**src/rtl/vps_pkg.sv**
```systemverilog
package vps_pkg;

    // Default number of pyramid levels below the full image.
    localparam int LEVELS_DEFAULT = 6;

    // Field widths.
    localparam int COORD_W   = 21;
    localparam int FRAC_W    = 4;
    localparam int MAG_W     = COORD_W - 1;
    localparam int SIZE_W    = 16;
    localparam int DEN_W     = SIZE_W + FRAC_W;
    localparam int REM_W     = (MAG_W > DEN_W) ? MAG_W : DEN_W;
    localparam int SCORE_W   = 25;
    localparam int NEWC_W    = 3;
    localparam int CFG_IDX_W = 8;

    // Configuration register indexes.
    localparam logic [CFG_IDX_W-1:0] REG_IMAGE_WIDTH  = CFG_IDX_W'(0);
    localparam logic [CFG_IDX_W-1:0] REG_IMAGE_HEIGHT = CFG_IDX_W'(1);

    // Register values after reset.
    localparam logic [SIZE_W-1:0] IMAGE_WIDTH_RST  = SIZE_W'(640);
    localparam logic [SIZE_W-1:0] IMAGE_HEIGHT_RST = SIZE_W'(480);

    // Commands to the shared divider.
    typedef struct packed {
        logic load;
        logic step;
    } div_ctrl_t;

    // Commands to the occupancy store.
    typedef struct packed {
        logic rd_en;
        logic wr_en;
    } occ_ctrl_t;

endpackage

```
**src/rtl/vps_div_unit.sv**
```systemverilog
module vps_div_unit #(
    parameter int LEVELS = vps_pkg::LEVELS_DEFAULT
) (
    input  logic                        clk,
    input  vps_pkg::div_ctrl_t          ctrl,
    input  logic [vps_pkg::MAG_W-1:0]   num,
    input  logic [vps_pkg::DEN_W-1:0]   den,
    output logic [LEVELS-1:0]           index
);
    import vps_pkg::*;

    logic [REM_W-1:0]  rem_reg, rem_next;
    logic [LEVELS-1:0] quo_reg, quo_next;
    logic              over_reg, over_next;
    logic [REM_W:0]    trial;
    logic [REM_W+1:0]  diff;
    logic              ge;

    // One compare-subtract serves both the range check at load and each
    // restoring division step.
    always_comb
    begin
        trial     = ctrl.load ? (REM_W+1)'(num) : {rem_reg, 1'b0};
        diff      = {1'b0, trial} - (REM_W+2)'(den);
        ge        = !diff[REM_W+1];
        rem_next  = rem_reg;
        quo_next  = quo_reg;
        over_next = over_reg;
        if (ctrl.load)
        begin
            rem_next  = REM_W'(num);
            quo_next  = '0;
            over_next = ge;
        end
        else if (ctrl.step)
        begin
            rem_next = ge ? diff[REM_W-1:0] : trial[REM_W-1:0];
            quo_next = LEVELS'({quo_reg, ge});
        end
    end

    always_ff @(posedge clk)
    begin
        rem_reg  <= rem_next;
        quo_reg  <= quo_next;
        over_reg <= over_next;
    end

    // A numerator at or above the divisor saturates to the last cell.
    assign index = over_reg ? '1 : quo_reg;

endmodule

```
**config.mk**
```make
export PLATFORM = sky130hd
export DESIGN_NAME = vps_div_unit
export DESIGN_NICKNAME = d
export VERILOG_FILES = /design/src/rtl/vps_pkg.sv /design/src/rtl/vps_div_unit.sv
export SDC_FILE = /design/constraint.sdc
export NUM_CORES = 1
export LEC_CHECK = 0
export BUFFER_PORTS_ARGS = -buffer_cell sky130_fd_sc_hd__buf_2
export CAP_MARGIN = 25
export CELL_PAD_IN_SITES_DETAIL_PLACEMENT = 0
export CELL_PAD_IN_SITES_GLOBAL_PLACEMENT = 1
export CORE_ASPECT_RATIO = 0.5
export CORE_MARGIN = 5
export CORE_UTILIZATION = 45
export DETAILED_ROUTE_END_ITERATION = 8
export GPL_ROUTABILITY_DRIVEN = 0
export PLACE_DENSITY_LB_ADDON = 0.15
export SYNTH_ARGS = -nofsm -noshare
export SYNTH_HDL_FRONTEND = slang
export SYNTH_SLANG_ARGS = --single-unit
export TNS_END_PERCENT = 10
```
**constraint.sdc**
```tcl
create_clock -name clk -period 6.86 [get_ports clk]
set_input_delay 1.372 -clock clk [delete_from_list [all_inputs] [get_ports clk]]
set_output_delay 1.372 -clock clk [all_outputs]
set_load 0.03 [all_outputs]
```
==> out/results.tsv <==
metric	value	unit
outcome	finished clean	
cts_resized	0	
grt_max_degree	57	
rsz0062_at_grt	false	
yosysMostFrequentCell	nand2_1	
grt_pass1_wl	10.6	mm
p_leak	1.39	nW
dp_hpwl	4.74	mm
dieArea	0.00752	mm²
cap_viol_max_count	0	
dp.cells	427	
grt_use_total	0.169	
nets	423	
vdd_drop_max	0.000131	V
max_freq	219	MHz
ys_seq_area_frac	0.287	
drtAntennaViolNets	0	
drc	0	
syn_to_final_growth	12.3	%
maxSlewViolCount	0	
tightest_slew	0.831	ns
clkPwrFrac	0.209	
fin_crit_sh	0.664	
endpoint_kind	register	
synth_nets	383	
synth_enable_flop_cells	21	
path_clk_slew	0.08	ns
grt_pass1_vias	2171	
maxSlewHeadroom	0.446	
wl_per_cell	14.3	µm
ys.flop_type	edfxtp_1	
cts-htree-levels	1	
cts_tree	built	
synthTopCellsByCount	47 x nand2_1, 37 x inv_1, 29 x o21ai_0	
p_per_area	235	mW/mm²
finClkSkew	0.00555	ns
synth_top_area_share	0.241	
p_switching	0.000268	W
p_comb_frac	0.468	
dr.pass1.iters	5	
yosys_warnings	0	
die_w	118	µm
cp-start-kind	input port	
async_flop_share	0	
drive_above_1_share	0.209	
post_cts_buffers	0	
num_vias	2320	
antenna_cells	0	
p_int	0.000421	W
setup_slack	2.30	ns
synthDistinctLibCells	49	
ios	49	
grt-ovfl-total	0	
stdcell_count	431	
finalHoldViolations	0	
io_buffers	48	
synth_area	0.00261	mm²
power_frac_seq	0.322	
dp_slack	2.02	ns
synthesis.instances	319	
largest_reg_flops	20	
setup_violations	0	
cts-hold-fix-buffers	0	
rows	19	
min_period	4.56	ns
required	6.87	ns
cp.arrival	4.57	ns
finalWirelength	6.16	mm
yosysTopAreaCell	edfxtp_1	
clk_path_buf_depth	2	
die_y	63.9	µm
antenna_found_initial	0	
drt_iter0_drc	122	
hold_class	reg2reg	
synthTopCellsByArea	edfxtp_1 24%, ha_1 9.6%, nand2_1 6.8%	
synth_seq_cells	27	
core_area	0.00556	mm²
start_util	0.469	
p_sw_frac	0.389	
via_per_inst	5.38	
numCtsBuffers	3	
timing_worst_setup_path_type	in2reg	
syn_avg_cell_area	8.19	µm²
setup_tns	0	ns
crit_fanout	56	
clkLatencyLatePin	0.27	ns
cts_sinks	27	
hold_slack	0.508	ns
root_buffer	clkbuf_16	
[through the flow]
| stage | cell area (µm²) | utilization | total power [W] |
|---|---|---|---|
| floorplan | 2610 | - | 0.000491 |
| global route | 2930 | 0.527 | 0.000744 |
| detailed placement | 2850 | 0.513 | 0.000547 |
| global placement | 2850 | 0.513 | 0.000541 |
| CTS | 2930 | 0.527 | 0.000693 |
| finish | 2930 | 0.527 | 0.000688 |
[critical path, stage by stage]
cell     delay (ns)
buf_2          0.09
buf_4          0.41
o21ai_0        0.18
ha_1           0.46
nand2_1        0.11
o21ai_0        0.24
a21oi_1        0.09
o211a_2        0.28
a31oi_4        0.70
buf_4          0.31
mux2i_1        0.20
o21ai_1        0.07
[metal layers]
metal	vias up	GRT usage	wire length, µm
met5	-	0	0
met3	2	0.0546	406
met2	59	0.249	2490
li1	1210	-	-
met1	1049	0.249	3240
met4	0	0.0172	24
[cell usage in the layout, fill, tap and decap left out, types with 8 or more instances in the layout]
cell / synthesis / layout
a21oi_1: 24 / 24
buf_2: 4 / 48
edfxtp_1: 21 / 21
ha_1: 20 / 20
inv_1: 37 / 37
mux2i_1: 13 / 13
nand2_1: 47 / 47
nor2_1: 13 / 13
o21ai_0: 29 / 29
o21ai_1: 11 / 11
xnor2_1: 8 / 8
xor2_1: 8 / 8
[layout make-up]
class	instances	area (µm²)
Clock buffer	3	75.1
Clock inverter	1	6.26
Fill cell	560	2630
Inverter	37	139
Multi-Input combinational cell	240	1620
Sequential cell	27	751
Tap cell	73	91.3
Timing Repair Buffer	50	255
[cell families after synthesis]
kind of cell | after synthesis | synth area share
buffers and inverters | 52 | 0.0939
adder cells (fa/ha/maj) | 21 | 0.103
AO/OA/AOI/OAI | 96 | 0.236
multiplexers | 15 | 0.0594
AND/OR/NAND/NOR | 92 | 0.166
flip-flops | 27 | 0.287
XOR/XNOR | 16 | 0.0537
[final timing paths]
path | from | to | slack [ns] | depth (start not counted)
hold / removal | quo_reg[5] | quo_reg[5] | 0.51 | 2
setup reg to reg | rem_reg[11] | rem_reg[6] | 3.59 | 11
setup / recovery | ctrl[1] | rem_reg[6] | 2.30 | 12
hold reg to reg | quo_reg[5] | quo_reg[5] | 0.51 | 2
[power by group through the flow]
stage                     logic [W]  clock network (W)  registers, W
after floorplan            0.000270                  0      0.000221
after global placement     0.000316                  0      0.000225
after detailed placement   0.000321                  0      0.000226
after CTS                  0.000323           0.000148      0.000222
after global routing       0.000362           0.000157      0.000225
final                      0.000322           0.000144      0.000222
No activity file was read; power rests on OpenSTA's default activity.
